## src/rce_pkg.sv

```systemverilog
`timescale 1ns / 1ps
// rce_pkg: word types, register map and crc helper functions for the reflected crc engine
// depends on nothing; used by reflected_crc_engine_unit

package rce_pkg;

	localparam int unsigned CrcWidth  = 32;
	localparam int unsigned ByteWidth = 8;
	localparam int unsigned AddrWidth = 4;
	localparam int unsigned DataWidth = 32;

	localparam logic [CrcWidth-1:0] PolyResetValue = 32'h0000_8408;

	typedef enum logic [1:0] {
		REG_POLY_REFLECTED = 2'd0,
		REG_PRESET_ONES    = 2'd1,
		REG_MSB_FIRST      = 2'd2,
		REG_UNMAPPED       = 2'd3
	} reg_index_t;

	typedef struct packed {
		logic [ByteWidth-1:0] data_byte;
		logic                 last_of_message;
	} byte_word_t;

	typedef struct packed {
		logic [CrcWidth-1:0] crc_value;
		logic [CrcWidth-1:0] crc_inverted;
		logic [CrcWidth-1:0] crc_reversed;
		logic [CrcWidth-1:0] crc_reversed_inverted;
		logic                end_of_message;
	} crc_word_t;

	function automatic logic [ByteWidth-1:0] reverse_byte(input logic [ByteWidth-1:0] v);
		logic [ByteWidth-1:0] r;
		for (int i = 0; i < ByteWidth; i++) begin
			r[i] = v[ByteWidth-1-i];
		end
		return r;
	endfunction

	function automatic logic [CrcWidth-1:0] reverse_crc(input logic [CrcWidth-1:0] v);
		logic [CrcWidth-1:0] r;
		for (int i = 0; i < CrcWidth; i++) begin
			r[i] = v[CrcWidth-1-i];
		end
		return r;
	endfunction

	// ones from bit 0 up to the highest set bit of the polynomial
	function automatic logic [CrcWidth-1:0] preset_mask(input logic [CrcWidth-1:0] poly);
		logic [CrcWidth-1:0] m;
		m = poly;
		m = m | (m >> 1);
		m = m | (m >> 2);
		m = m | (m >> 4);
		m = m | (m >> 8);
		m = m | (m >> 16);
		return m;
	endfunction

	// eight shift-and-xor steps, byte enters lsb first
	function automatic logic [CrcWidth-1:0] crc_update(
		input logic [CrcWidth-1:0]  crc_in,
		input logic [ByteWidth-1:0] b,
		input logic [CrcWidth-1:0]  poly
	);
		logic [CrcWidth-1:0] c;
		logic                fb;
		c = crc_in;
		for (int k = 0; k < ByteWidth; k++) begin
			fb = b[k] ^ c[0];
			c  = c >> 1;
			if (fb) begin
				c = c ^ poly;
			end
		end
		return c;
	endfunction

endpackage

```

## src/reflected_crc_engine_unit.sv

```systemverilog
`timescale 1ns / 1ps
// reflected_crc_engine_unit: byte-wide reflected crc with configurable polynomial, apb registers
// depends on rce_pkg
//
// channel   direction  handshake                 word
// byte      sink       byte_valid / byte_stall   rce_pkg::byte_word_t (data_byte, last_of_message)
// crc       source     crc_valid / crc_stall     rce_pkg::crc_word_t (four crc forms, end_of_message)
// apb       sink       psel / penable / pready   poly_reflected, preset_ones, msb_first
//
// one byte per cycle unless the crc side stalls; a byte's crc word is valid after acceptance
// (input register, then the eight unrolled xor steps into the result register)
// reset clears the valids, the running crc and the message flag; no clearing pass is needed
// a stall on the crc side holds the result register and, once the input register is full,
// stalls the byte side in the same cycle

module reflected_crc_engine_unit (
	input  logic                               clk,
	input  logic                               arst_n,
	input  logic                               byte_valid,
	output logic                               byte_stall,
	input  rce_pkg::byte_word_t                byte_word,
	output logic                               crc_valid,
	input  logic                               crc_stall,
	output rce_pkg::crc_word_t                 crc_word,
	input  logic                               psel,
	input  logic                               penable,
	input  logic                               pwrite,
	input  logic [rce_pkg::AddrWidth-1:0]      paddr,
	input  logic [rce_pkg::DataWidth-1:0]      pwdata,
	output logic [rce_pkg::DataWidth-1:0]      prdata,
	output logic                               pready
);
	import rce_pkg::*;

	logic [CrcWidth-1:0]  poly_q;
	logic                 preset_ones_q;
	logic                 msb_first_q;
	reg_index_t           reg_sel;

	logic                 valid_s1;
	byte_word_t           word_s1;
	logic                 valid_s2;
	crc_word_t            word_s2;
	logic [CrcWidth-1:0]  crc_q;
	logic                 open_q;

	logic                 adv_s1;
	logic                 load_s1;
	logic [ByteWidth-1:0] data_in;
	logic [CrcWidth-1:0]  crc_start;
	logic [CrcWidth-1:0]  crc_next;
	logic [CrcWidth-1:0]  crc_rev;

	// register file
	assign pready  = 1'b1;
	assign reg_sel = reg_index_t'(paddr[AddrWidth-1:2]);

	always_ff @(posedge clk or negedge arst_n) begin
		if (!arst_n) begin
			poly_q        <= PolyResetValue;
			preset_ones_q <= 1'b0;
			msb_first_q   <= 1'b0;
		end else if (psel && penable && pwrite && pready) begin
			unique case (reg_sel)
				REG_POLY_REFLECTED: poly_q        <= pwdata[CrcWidth-1:0];
				REG_PRESET_ONES:    preset_ones_q <= pwdata[0];
				REG_MSB_FIRST:      msb_first_q   <= pwdata[0];
				default: ;
			endcase
		end
	end

	always_comb begin
		prdata = '0;
		unique case (reg_sel)
			REG_POLY_REFLECTED: prdata = poly_q;
			REG_PRESET_ONES:    prdata = {{(DataWidth-1){1'b0}}, preset_ones_q};
			REG_MSB_FIRST:      prdata = {{(DataWidth-1){1'b0}}, msb_first_q};
			default:            prdata = '0;
		endcase
	end

	// handshake
	assign adv_s1     = valid_s1 && (!valid_s2 || !crc_stall);
	assign byte_stall = valid_s1 && !adv_s1;
	assign load_s1    = byte_valid && !byte_stall;

	// crc datapath
	assign data_in   = msb_first_q ? reverse_byte(word_s1.data_byte) : word_s1.data_byte;
	assign crc_start = open_q ? crc_q : (preset_ones_q ? preset_mask(poly_q) : '0);
	assign crc_next  = crc_update(crc_start, data_in, poly_q);
	assign crc_rev   = reverse_crc(crc_next);

	always_ff @(posedge clk or negedge arst_n) begin
		if (!arst_n) begin
			valid_s1 <= 1'b0;
			valid_s2 <= 1'b0;
			crc_q    <= '0;
			open_q   <= 1'b0;
		end else begin
			if (load_s1) begin
				valid_s1 <= 1'b1;
			end else if (adv_s1) begin
				valid_s1 <= 1'b0;
			end
			if (adv_s1) begin
				valid_s2 <= 1'b1;
				crc_q    <= crc_next;
				open_q   <= !word_s1.last_of_message;
			end else if (!crc_stall) begin
				valid_s2 <= 1'b0;
			end
		end
	end

	always_ff @(posedge clk) begin
		if (load_s1) begin
			word_s1 <= byte_word;
		end
		if (adv_s1) begin
			word_s2.crc_value             <= crc_next;
			word_s2.crc_inverted          <= ~crc_next;
			word_s2.crc_reversed          <= crc_rev;
			word_s2.crc_reversed_inverted <= ~crc_rev;
			word_s2.end_of_message        <= word_s1.last_of_message;
		end
	end

	assign crc_valid = valid_s2;
	assign crc_word  = word_s2;

	// checks
	a_last_closes_message: assert property (@(posedge clk) disable iff (!arst_n)
		adv_s1 && word_s1.last_of_message |=> !open_q)
		else $error("message still open after last word");

	a_result_matches_state: assert property (@(posedge clk) disable iff (!arst_n)
		adv_s1 |=> crc_valid && (crc_word.crc_value == crc_q))
		else $error("result word disagrees with running crc");

	a_no_invented_result: assert property (@(posedge clk) disable iff (!arst_n)
		crc_valid && !crc_stall && !valid_s1 |=> !crc_valid)
		else $error("result word repeated");

	a_input_stage_holds: assert property (@(posedge clk) disable iff (!arst_n)
		valid_s1 && !adv_s1 |=> valid_s1 && $stable(word_s1))
		else $error("input register lost a held word");

endmodule
```

## config.mk

```make
export PLATFORM = sky130hd
export DESIGN_NAME = reflected_crc_engine_unit
export DESIGN_NICKNAME = d
export VERILOG_FILES = /design/src/rce_pkg.sv /design/src/reflected_crc_engine_unit.sv
export SDC_FILE = /design/constraint.sdc
export NUM_CORES = 1
export LEC_CHECK = 0
export ABC_CLOCK_PERIOD_IN_PS = 10800
export BUFFER_PORTS_ARGS = -buffer_cell sky130_fd_sc_hd__buf_2
export CAP_MARGIN = 40
export CORE_MARGIN = 10
export CORE_UTILIZATION = 64
export CTS_BUF_LIST = sky130_fd_sc_hd__clkbuf_4
export DETAILED_ROUTE_END_ITERATION = 6
export PLACE_DENSITY = 0.9
export SKIP_CTS_REPAIR_TIMING = 1
export SLEW_MARGIN = 10
export SYNTH_ARGS = -nofsm -noshare
export SYNTH_HDL_FRONTEND = slang
export SYNTH_SLANG_ARGS = --single-unit
```

## constraint.sdc

```tcl
create_clock -name clk -period 10.8 [get_ports clk]
set_clock_uncertainty 0.05 [all_clocks]
set_input_delay 0.54 -clock clk [delete_from_list [all_inputs] [get_ports clk]]
set_output_delay 0.54 -clock clk [all_outputs]
set_load 0.01 [all_outputs]
```

==> metrics.md, run 1 <==
| Metric | Value |
|---|---|
| # clock sinks | 143 |
| Die height | 158.0 um |
| H-tree depth | 4 |
| Worst-path clk slew | 0.14 ns |
| Max clock buf depth | 2 |
| Crit end category | flip-flop |
| Failing checks | DRC |
| Hpwl dp | 27.94 mm |
| Share of the synthesized area in the top cell type | 0.1824 |
| Pin count of the biggest net entering global routing | 62 |
| Critical R2R Capture | crc_word[93] |
| CP startpoint | poly_q[21] |
| Synth warn | 0 |
| Final Hold Viols | 0 |
| Crit path capture | crc_word[93] |
| Hold Crit Class | input pin to flip-flop |
| Dominant cell type by area after synthesis | edfxtp_1 |
| Final wirelength | 39.08 mm |
| Total track usage | 0.3049 |
| Final setup viols | 0 |
| CP Max Fanout | 28 |
| Top FF cell, synth | edfxtp_1 |
| Via density | 6.781 |
| Crit Path Class | flip-flop to flip-flop |
| CTS Root Cell | clkbuf_4 |
| DR pass1 iterations | 7 |
| First-pass GRT wire length | 59.93 mm |
| R2R cell count | 15 |
| Num rows | 50 |
| Fin util | 0.7003 |
| Final Cycle Share | 0.6748 |
| Worst-skew pair later-pin latency | 0.59 ns |
| Fillers | 1451 |
| Syn avg cell area | 8.664 um2 |
| Final Critical Period | 7.287 ns |
| Layout area overhead | 7.539% |
| Sequential area share after synthesis | 0.3245 |
| DIE AREA | 24950 um2 |
| Final nets | 1524 |
| Number of synthesized flops with an enable pin | 74 |
| Placed cells | 1686 |
| Worst reg2reg path startpoint | poly_q[21] |
| Cell with the most instances after synthesis | nand2_1 |
| Post-route insts no fill | 1720 |
| Share of cells above drive strength 1 | 0.2242 |
| Critical path arrival | 7.57 ns |
| CTS tree | built |
| Core box area | 18710 um2 |
| WP data required | 11.08 ns |
| Synth Register Bits | 143 |
| Chip Width | 158.0 um |
| Max-Cap Viols | 0 |
| Routability congestion estimate | 0.9521 |
| RSZ-0062 raised after global routing | false |
| Wire length per cell | 22.72 um |
| Slew Viols, Final | 0 |
| Reg2reg setup slack | 3.51 ns |
| Initial core utilization | 0.6512 |
| Antenna violations before repair | 2 |
| Synth top area cells | edfxtp_1 (18%), dfrtp_1 (14%), xnor2_1 (9.5%) |
| Critical path launch point type | flip-flop |
| Fmax | 137.2 MHz |
| Most common library cells after synthesis | nand2_1 (165), xnor2_1 (132), clkbuf_1 (99), o21ai_0 (95), edfxtp_1 (74) |
| Synth async-reset ratio | 0.4825 |
| Number of remaining DRC errors | 4 |
| Worst slew pin tran | 0.9263 ns |
| Setup TNS Final | 0 ns |
| Netlist cell types | 92 |
| Remaining antenna violation count | 0 |
| Clock buffer count from CTS | 17 |
| Status | finished, violations left |
| GRT Residual Overflow | 0 |
| Mapped cell area | 12180 um2 |
| Vias after detailed routing | 11664 |
| Post-synthesis cell count | 1406 |
| Max-slew headroom | 0.3825 |
| Number of global-route vias before repair | 10710 |
| Syn_nets | 1458 |
| Port bufs | 212 |
| I/O pin cnt | 216 |
| Drt first-iter violations | 1855 |
registers in the layout (all words and copies together) (netlist names):
name / count
poly_q: 32
crc_q: 32
msb_first_q: 1
word_s1: 9
crc_valid: 1
open_q: 1
crc_word: 65
valid_s1: 1
preset_ones_q: 1
worst max-delay path: stages (launching register included):
cell	delay [ns]
dfrtp_1	0.57
nor3_1	0.70
nand4_1	0.27
o21ai_0	0.22
o311a_1	0.59
and2_1	0.28
nand3_2	0.59
and3_1	0.64
a21o_2	0.32
xnor2_2	0.40
o32ai_2	0.23
o31ai_4	0.55
buf_4	0.43
nand3_1	0.48
a311o_1	0.54
and2_1	0.14
cell type report:
type / count / area (um2) / area share
clock inverters: 14 / 142.6 / 0.01089
well taps: 234 / 292.8 / 0.02235
repair buffers: 236 / 1284 / 0.09799
clock buffers: 18 / 135.1 / 0.01032
inverters: 34 / 128.9 / 0.009838
diodes: 1 / 2.502 / 0.0001910
multi-input cells: 1040 / 7162 / 0.5467
flip-flops and latches: 143 / 3953 / 0.3017
placed cells by master, fill, tap and decap left out, types with 30 or more instances in the layout:
cell type,n
a211oi_1,40
a21oi_1,47
buf_2,212
dfrtp_1,66
edfxtp_1,74
inv_1,31
nand2_1,164
nand4_1,34
nor2_1,49
nor3_1,46
nor4_1,30
o211a_1,30
o21ai_0,95
xnor2_1,131
routing by layer:
metal / wire length [um] / track usage
met2: 16040 / 0.4316
met5: 7 / 0
met3: 5841 / 0.1039
met4: 1253 / 0.1138
met1: 15930 / 0.4212
cell families after synthesis:
| kind of cell | share of synthesized area |
|---|---|
| AOI/OAI and AO/OA | 0.2456 |
| DFF | 0.3245 |
| xor gates and xnor gates | 0.1261 |
| and+or+nand+nor | 0.1912 |
| buffers and inverters | 0.09254 |
| muxes | 0.01972 |
| other | 0.0003078 |
metrics by stage:
| step | hold slack (ns) | area, um2 | worst slack (ns) |
|---|---|---|---|
| CTS | -0.1222 | 13090 | 3.709 |
| finish | 0.07649 | 13100 | 3.513 |
| floorplan | 0.1944 | 12180 | 5.942 |
| detailed placement | 0.4180 | 12810 | 3.741 |
| global placement | 0.4141 | 12750 | 3.861 |
| global route | 0.05775 | 13100 | 3.244 |
how the worst min path moves through the flow:
stage / startpoint / to / slack (ns) / cells past startpoint
2_1_floorplan: arst_n / crc_q[0] / 0.19 / 0
3_3_place_gp: crc_q[13] / crc_q[13] / 0.41 / 2
6_report: byte_word[0] / word_s1[0] / 0.08 / 1
3_5_place_dp: crc_q[16] / crc_q[16] / 0.42 / 2
4_1_cts: arst_n / crc_q[17] / -0.12 / 2
5_1_grt: byte_word[6] / word_s1[6] / 0.06 / 1
Power of run 1 is not shown: default switching activity piles up to over one toggle a cycle in this logic, so the estimate is an artifact.
==> run 2, diff against run 1 <==
Settings changed: ABC_CLOCK_PERIOD_IN_PS 10800 to 6300, CORE_UTILIZATION 64 to 53, PLACE_DENSITY 0.9 to 0.79.
Clock period 10.8 ns to 6.3 ns, I/O delays scaled along.
==> metrics.md, run 2 (synthesis gave the netlist of run 1 again) <==
| Metric | Value |
|---|---|
| Drt first-iter violations | 1496 (-19%) |
| I/O pin cnt | 216 (unchanged) |
| Remaining antenna violation count | 0 (unchanged) |
| Final Hold Viols | 0 (unchanged) |
| Routability congestion estimate | 0.9820 (+3.1%) |
| Reg2reg setup slack | 0.19 ns (-3.33 ns) |
| Hpwl dp | 28.70 mm (+2.7%) |
| Final wirelength | 39.53 mm (+1.2%) |
| Num rows | 55 (+10%) |
| Worst-path clk slew | 0.14 ns (about the same) |
| CP Max Fanout | 28 (unchanged) |
| Worst hold margin | 0.1891 ns (+0.1126 ns) |
| H-tree depth | 4 (unchanged) |
| Slowest stage delay, CP | 0.56 ns (-0.14 ns) |
| WP data required | 6.59 ns (-4.49 ns) |
| Number of global-route vias before repair | 10640 (-0.65%) |
| Vias after detailed routing | 11707 (+0.37%) |
| Initial core utilization | 0.5380 (-0.1132) |
| DIE AREA | 29450 um2 (+18%) |
| Clock buffer count from CTS | 17 (unchanged) |
| Layout area overhead | 15.05% |
| Number of remaining DRC errors | 0 (-4) |
| Core box area | 22640 um2 (+21%) |
| Max-Cap Viols | 0 (unchanged) |
| GRT Residual Overflow | 0 (unchanged) |
| Critical path launch point type | flip-flop |
| Fin util | 0.6190 (-0.08132) |
| Crit end category | flip-flop |
| Status | completed |
| CTS tree | built |
| CP max-delay cell | dfrtp_1 |
| Die height | 171.6 um (+8.6%) |
| RSZ-0062 raised after global routing | false |
| Leading cell type in the layout, fill and taps excluded | buf_2 |
| Final nets | 1611 (+5.7%) |
| Share of cells above drive strength 1 | 0.2405 (+0.01622) |
| Slew Viols, Final | 0 (unchanged) |
| Wire length per cell | 21.28 um (-6.4%) |
| Via density | 6.301 (-7.1%) |
| R2R cell count | 16 (+1) |
| Final Critical Period | 6.114 ns (-1.173 ns) |
| Worst slew pin tran | 0.7837 ns (-0.1426 ns) |
| First-pass GRT wire length | 59.26 mm (-1.1%) |
| CP delay by family, top | compound AO/OA/AOI/OAI gates |
| Final Cycle Share | 0.9705 (+0.2958) |
| Pin count of the biggest net entering global routing | 48 (-23%) |
| Crit path cell chain | or4_4 > nand4b_4 > or3_4 > a211oi_4 > buf_4 > o311ai_0 > nand4_1 > xnor2_1 > a2111oi_0 > a211oi_1 > o32ai_2 > or4_1 > a21oi_1 > o311ai_1 > buf_4 > and2_1 |
| Crit Path Class | flip-flop to flip-flop |
| Worst reg2reg path startpoint | poly_q[25] |
| Max reg flops | 65 (unchanged) |
| Port bufs | 212 (unchanged) |
| Post-route design area | 14010 um2 (+7.0%) |
| CTS Root Cell | clkbuf_4 |
| Crit path buf inv count | 2 (+1) |
| Max clock buf depth | 2 (unchanged) |
| Max-slew headroom | 0.4738 (+0.09131) |
| CP dominant cell by count | buf_4 |
| Total track usage | 0.2526 (-0.05235) |
| Most frequent cells in the layout | buf_2 (212), nand2_1 (164), xnor2_1 (131), o21ai_0 (95), edfxtp_1 (74) |
| Critical R2R Capture | crc_word[72] |
| Hold Crit Class | input pin to async pin |
| Setup TNS Final | 0 ns (unchanged) |
| Antenna violations before repair | 1 (-1) |
| Critical path arrival | 6.40 ns (-1.17 ns) |
| Chip Width | 171.6 um (+8.6%) |
| Worst-skew pair later-pin latency | 0.58 ns (about the same) |
| DR pass1 iterations | 6 (-1) |
| Fmax | 163.6 MHz (+19%) |
| Final setup viols | 0 (unchanged) |
| DP Area | 13210 um2 (+3.2%) |
| # clock sinks | 143 (unchanged) |
[run 2: cell types whose count changed in the layout (fill, tap and decap cells not counted)]
cell | previous run | this run
dlygate4sd3_1 | 1 | 45
buf_4 | 21 | 61
buf_12 | 0 | 2
bufinv_16 | 2 | 4
clkinv_1 | 4 | 2
clkinv_4 | 1 | 3
clkinvlp_4 | 4 | 2
clkbuf_4 | 18 | 19
inv_6 | 3 | 2
xor2_2 | 1 | 2
[run 2: metal layers]
metal | wire length (um) | global-route usage
met2 | 16900 | 0.3744
met1 | 16270 | 0.3584
met4 | 943 | 0.07070
met3 | 5420 | 0.05890
met5 | 0 | 0
[run 2: worst max-delay path by stage]
stage,startpoint,endpoint,slack (ns),cells past startpoint
floorplan,poly_q[23],crc_word[66],1.44,17
detailed placement,poly_q[25],crc_word[105],0.25,15
finish,poly_q[25],crc_word[72],0.19,16
global placement,poly_q[25],crc_word[106],0.43,16
CTS,poly_q[25],crc_word[105],0.26,15
global route,poly_q[25],crc_word[71],0.01,16
[run 2: worst min-delay path: stages]
cell	delay, ns
dlygate4sd3_1	0.52
buf_2	0.09
buf_4	0.31
[run 2: through the flow]
stage / setup WS, ns / std cells
CTS: 0.2628 / 1811
finish: 0.1857 / 1858
global route: 0.01201 / 1858
detailed placement: 0.2535 / 1779
global placement: 0.4298 / 1776
floorplan: 1.442 / 1406
[run 2: cell type report]
cell class,count,area [um2]
antenna,1,2.502
clock buffer,19,142.6
clock inverter,13,188.9
fill,1930,8626
inverter,34,128.9
multi-input combinational,1041,7178
sequential,143,3953
tap,285,356.6
timing repair buffer,322,2064
Power of run 2 is left out for the same reason.
==> run 3, diff against run 2 <==
Settings changed: ABC_AREA set to 1.
==> metrics.md, run 3 <==
| Metric | Value |
|---|---|
| Simple-Gate Fraction of Synth Area | 0.4264 (+0.2352) |
| CP dominant cell by count | nand2_1 |
| Via density | 5.244 (-17%) |
| Sequential area share after synthesis | 0.3246 (about the same) |
| Max-Cap Viols | 0 (unchanged) |
| CTS tree | built |
| Final wirelength | 36.35 mm (-8.0%) |
| Max reg flops | 65 (unchanged) |
| Worst-path clk slew | 0.12 ns (-0.02 ns) |
| Failing checks | hold timing |
| Critical path arrival | 5.83 ns (-0.57 ns) |
| Number of remaining DRC errors | 0 (unchanged) |
| Hold_sp | paddr[3] |
| Setup TNS Final | 0 ns (unchanged) |
| # clock sinks | 143 (unchanged) |
| Cell with the most instances after synthesis | nand2_1 |
| Worst hold margin | -0.003165 ns (-0.1922 ns) |
| Hold Crit Class | input pin to flip-flop |
| Syn_nets | 2021 (+39%) |
| Max clock buf depth | 2 (unchanged) |
| Most frequent cells in the layout | nand2_1 (761), inv_1 (233), nand3_1 (227), buf_2 (212), nor2_1 (191) |
| RSZ-0062 raised after global routing | false |
| Final Hold Viols | 1 (+1) |
| Critical path launch point type | flip-flop |
| Final Critical Period | 5.537 ns (-0.5770 ns) |
| Post-synthesis cell count | 1969 (+40%) |
| Syn avg cell area | 6.184 um2 (-29%) |
| Initial core utilization | 0.5378 (about the same) |
| Crit Path Class | flip-flop to flip-flop |
| Synth top area cells | nand2_1 (23%), edfxtp_1 (18%), dfrtp_1 (14%) |
| Num rows | 55 (unchanged) |
| Chip Width | 171.6 um (about the same) |
| Post-Synth XOR/XNOR Area | 0.04388 (-0.08225) |
| Hold Path Sink | msb_first_q |
| Leading cell type in the layout, fill and taps excluded | nand2_1 |
| Wire length per cell | 15.01 um (-29%) |
| Total track usage | 0.2389 (-0.01365) |
| Worst-skew pair later-pin latency | 0.60 ns (+0.02 ns) |
| Share of the synthesized area in the top cell type | 0.2349 (+0.05248) |
| Slew Viols, Final | 0 (unchanged) |
| I/O pin cnt | 216 (unchanged) |
| Port bufs | 212 (unchanged) |
| Routability congestion estimate | 0.9330 (-5.0%) |
| Crit end category | flip-flop |
| CP max-delay cell | dfrtp_1 |
| CP Max Fanout | 37 (+32%) |
| Die height | 171.6 um (about the same) |
| Worst reg2reg path startpoint | poly_q[16] |
| H-tree depth | 4 (unchanged) |
| Worst slew pin tran | 0.7343 ns (-0.04941 ns) |
| Post-route design area | 13750 um2 (-1.9%) |
| Mapped cell area | 12180 um2 (about the same) |
| CTS Root Cell | clkbuf_4 |
| DP Area | 13010 um2 (-1.5%) |
| Vias after detailed routing | 12700 (+8.5%) |
| Reg2reg setup slack | 0.76 ns (+0.58 ns) |
| Compound-Gate Fraction of Synth Area | 0.04758 (-0.1980) |
| Final setup viols | 0 (unchanged) |
| Hold Path Depth | 3 |
| DIE AREA | 29440 um2 (about the same) |
| Pin count of the biggest net entering global routing | 50 (+4.2%) |
| Status | finished, violations left |
| Critical R2R Capture | crc_word[113] |
| Hpwl dp | 25.96 mm (-9.5%) |
| Synth warn | 0 (unchanged) |
| Dominant cell type by area after synthesis | nand2_1 |
| Drt first-iter violations | 1167 (-22%) |
| Core box area | 22640 um2 (unchanged) |
| Fmax | 180.6 MHz (+10%) |
| WP data required | 6.59 ns (about the same) |
| Number of global-route vias before repair | 11376 (+6.9%) |
| Final nets | 2174 (+35%) |
| Share of cells above drive strength 1 | 0.1639 (-0.07652) |
| First-pass GRT wire length | 56.89 mm (-4.0%) |
| Post-Synth Adder-Cell Area | 0 (unchanged) |
| DR pass1 iterations | 6 (unchanged) |
| GRT Residual Overflow | 0 (unchanged) |
| Antenna violations before repair | 1 (unchanged) |
| R2R cell count | 32 (+16) |
| Max-slew headroom | 0.5099 (+0.03616) |
| Largest family of logic cells by synthesized area | simple AND/OR/NAND/NOR gates |
| Netlist cell types | 38 (-59%) |
| Number of synthesized flops with an enable pin | 74 (unchanged) |
| Synth async-reset ratio | 0.4825 (unchanged) |
| Synth Register Bits | 143 (unchanged) |
| Clock buffer count from CTS | 17 (unchanged) |
| Most common library cells after synthesis | nand2_1 (762), inv_1 (234), nand3_1 (227), nor2_1 (191), edfxtp_1 (74) |
| Final Cycle Share | 0.8789 (-0.09159) |
| Slowest stage delay, CP | 0.58 ns (+0.02 ns) |
| Top FF cell, synth | edfxtp_1 |
| Layout area overhead | 12.96% |
| Remaining antenna violation count | 0 (unchanged) |
| Multiplexer area fraction after synthesis | 0.002466 (-0.01725) |
-- run 3: critical path, delay by kind of cell (launching register included) --
family,cells,cell delay (ns)
simple gates,27,3.73
flops,1,0.58
buf+inv,5,0.85
-- run 3: cell type report --
class	count	area, um2
diodes	2	5.005
clock buffers	20	150.1
clock inverters	12	145.1
fillers	2132	8886
inverters	252	948.4
multi-input cells	1416	6342
flip-flops and latches	143	3953
well taps	285	356.6
repair buffers	292	1854
-- run 3: logic make-up after synthesis --
kind of cell              count (synthesis)
and+or+nand+nor                        1241
buffers and inverters                   410
DFF                                     143
AOI/OAI and AO/OA                       110
xor gates and xnor gates                 61
muxes                                     3
other                                     1
-- run 3: metrics by stage --
step	std cells	util	worst slack [ns]	hold WS, ns
after floorplan	1969	-	2.596	-0.03059
after global placement	2342	0.5727	1.110	0.3785
after detailed placement	2344	0.5748	0.9243	0.3413
after CTS	2376	0.5878	0.8575	-0.3103
after global routing	2421	0.6074	0.3513	0.01120
final	2422	0.6075	0.7627	-0.003165
-- run 3: how the worst max path moves through the flow --
| stage | startpoint | endpoint | slack, ns |
|---|---|---|---|
| after floorplan | poly_q[30] | crc_word[124] | 2.60 |
| after global placement | poly_q[16] | crc_word[113] | 1.11 |
| after detailed placement | poly_q[16] | crc_word[113] | 0.92 |
| after CTS | poly_q[16] | crc_word[113] | 0.86 |
| after global routing | poly_q[16] | crc_word[113] | 0.35 |
| final | poly_q[16] | crc_word[113] | 0.76 |
-- run 3: routing by layer --
layer	GRT usage	up-vias	wire, um
met2	0.4010	539	17260
met1	0.3069	5817	15030
met3	0.04676	50	3346
met5	0	-	0
met4	0.06352	0	710
li1	-	6294	-
Power of run 3 is left out for the same reason.
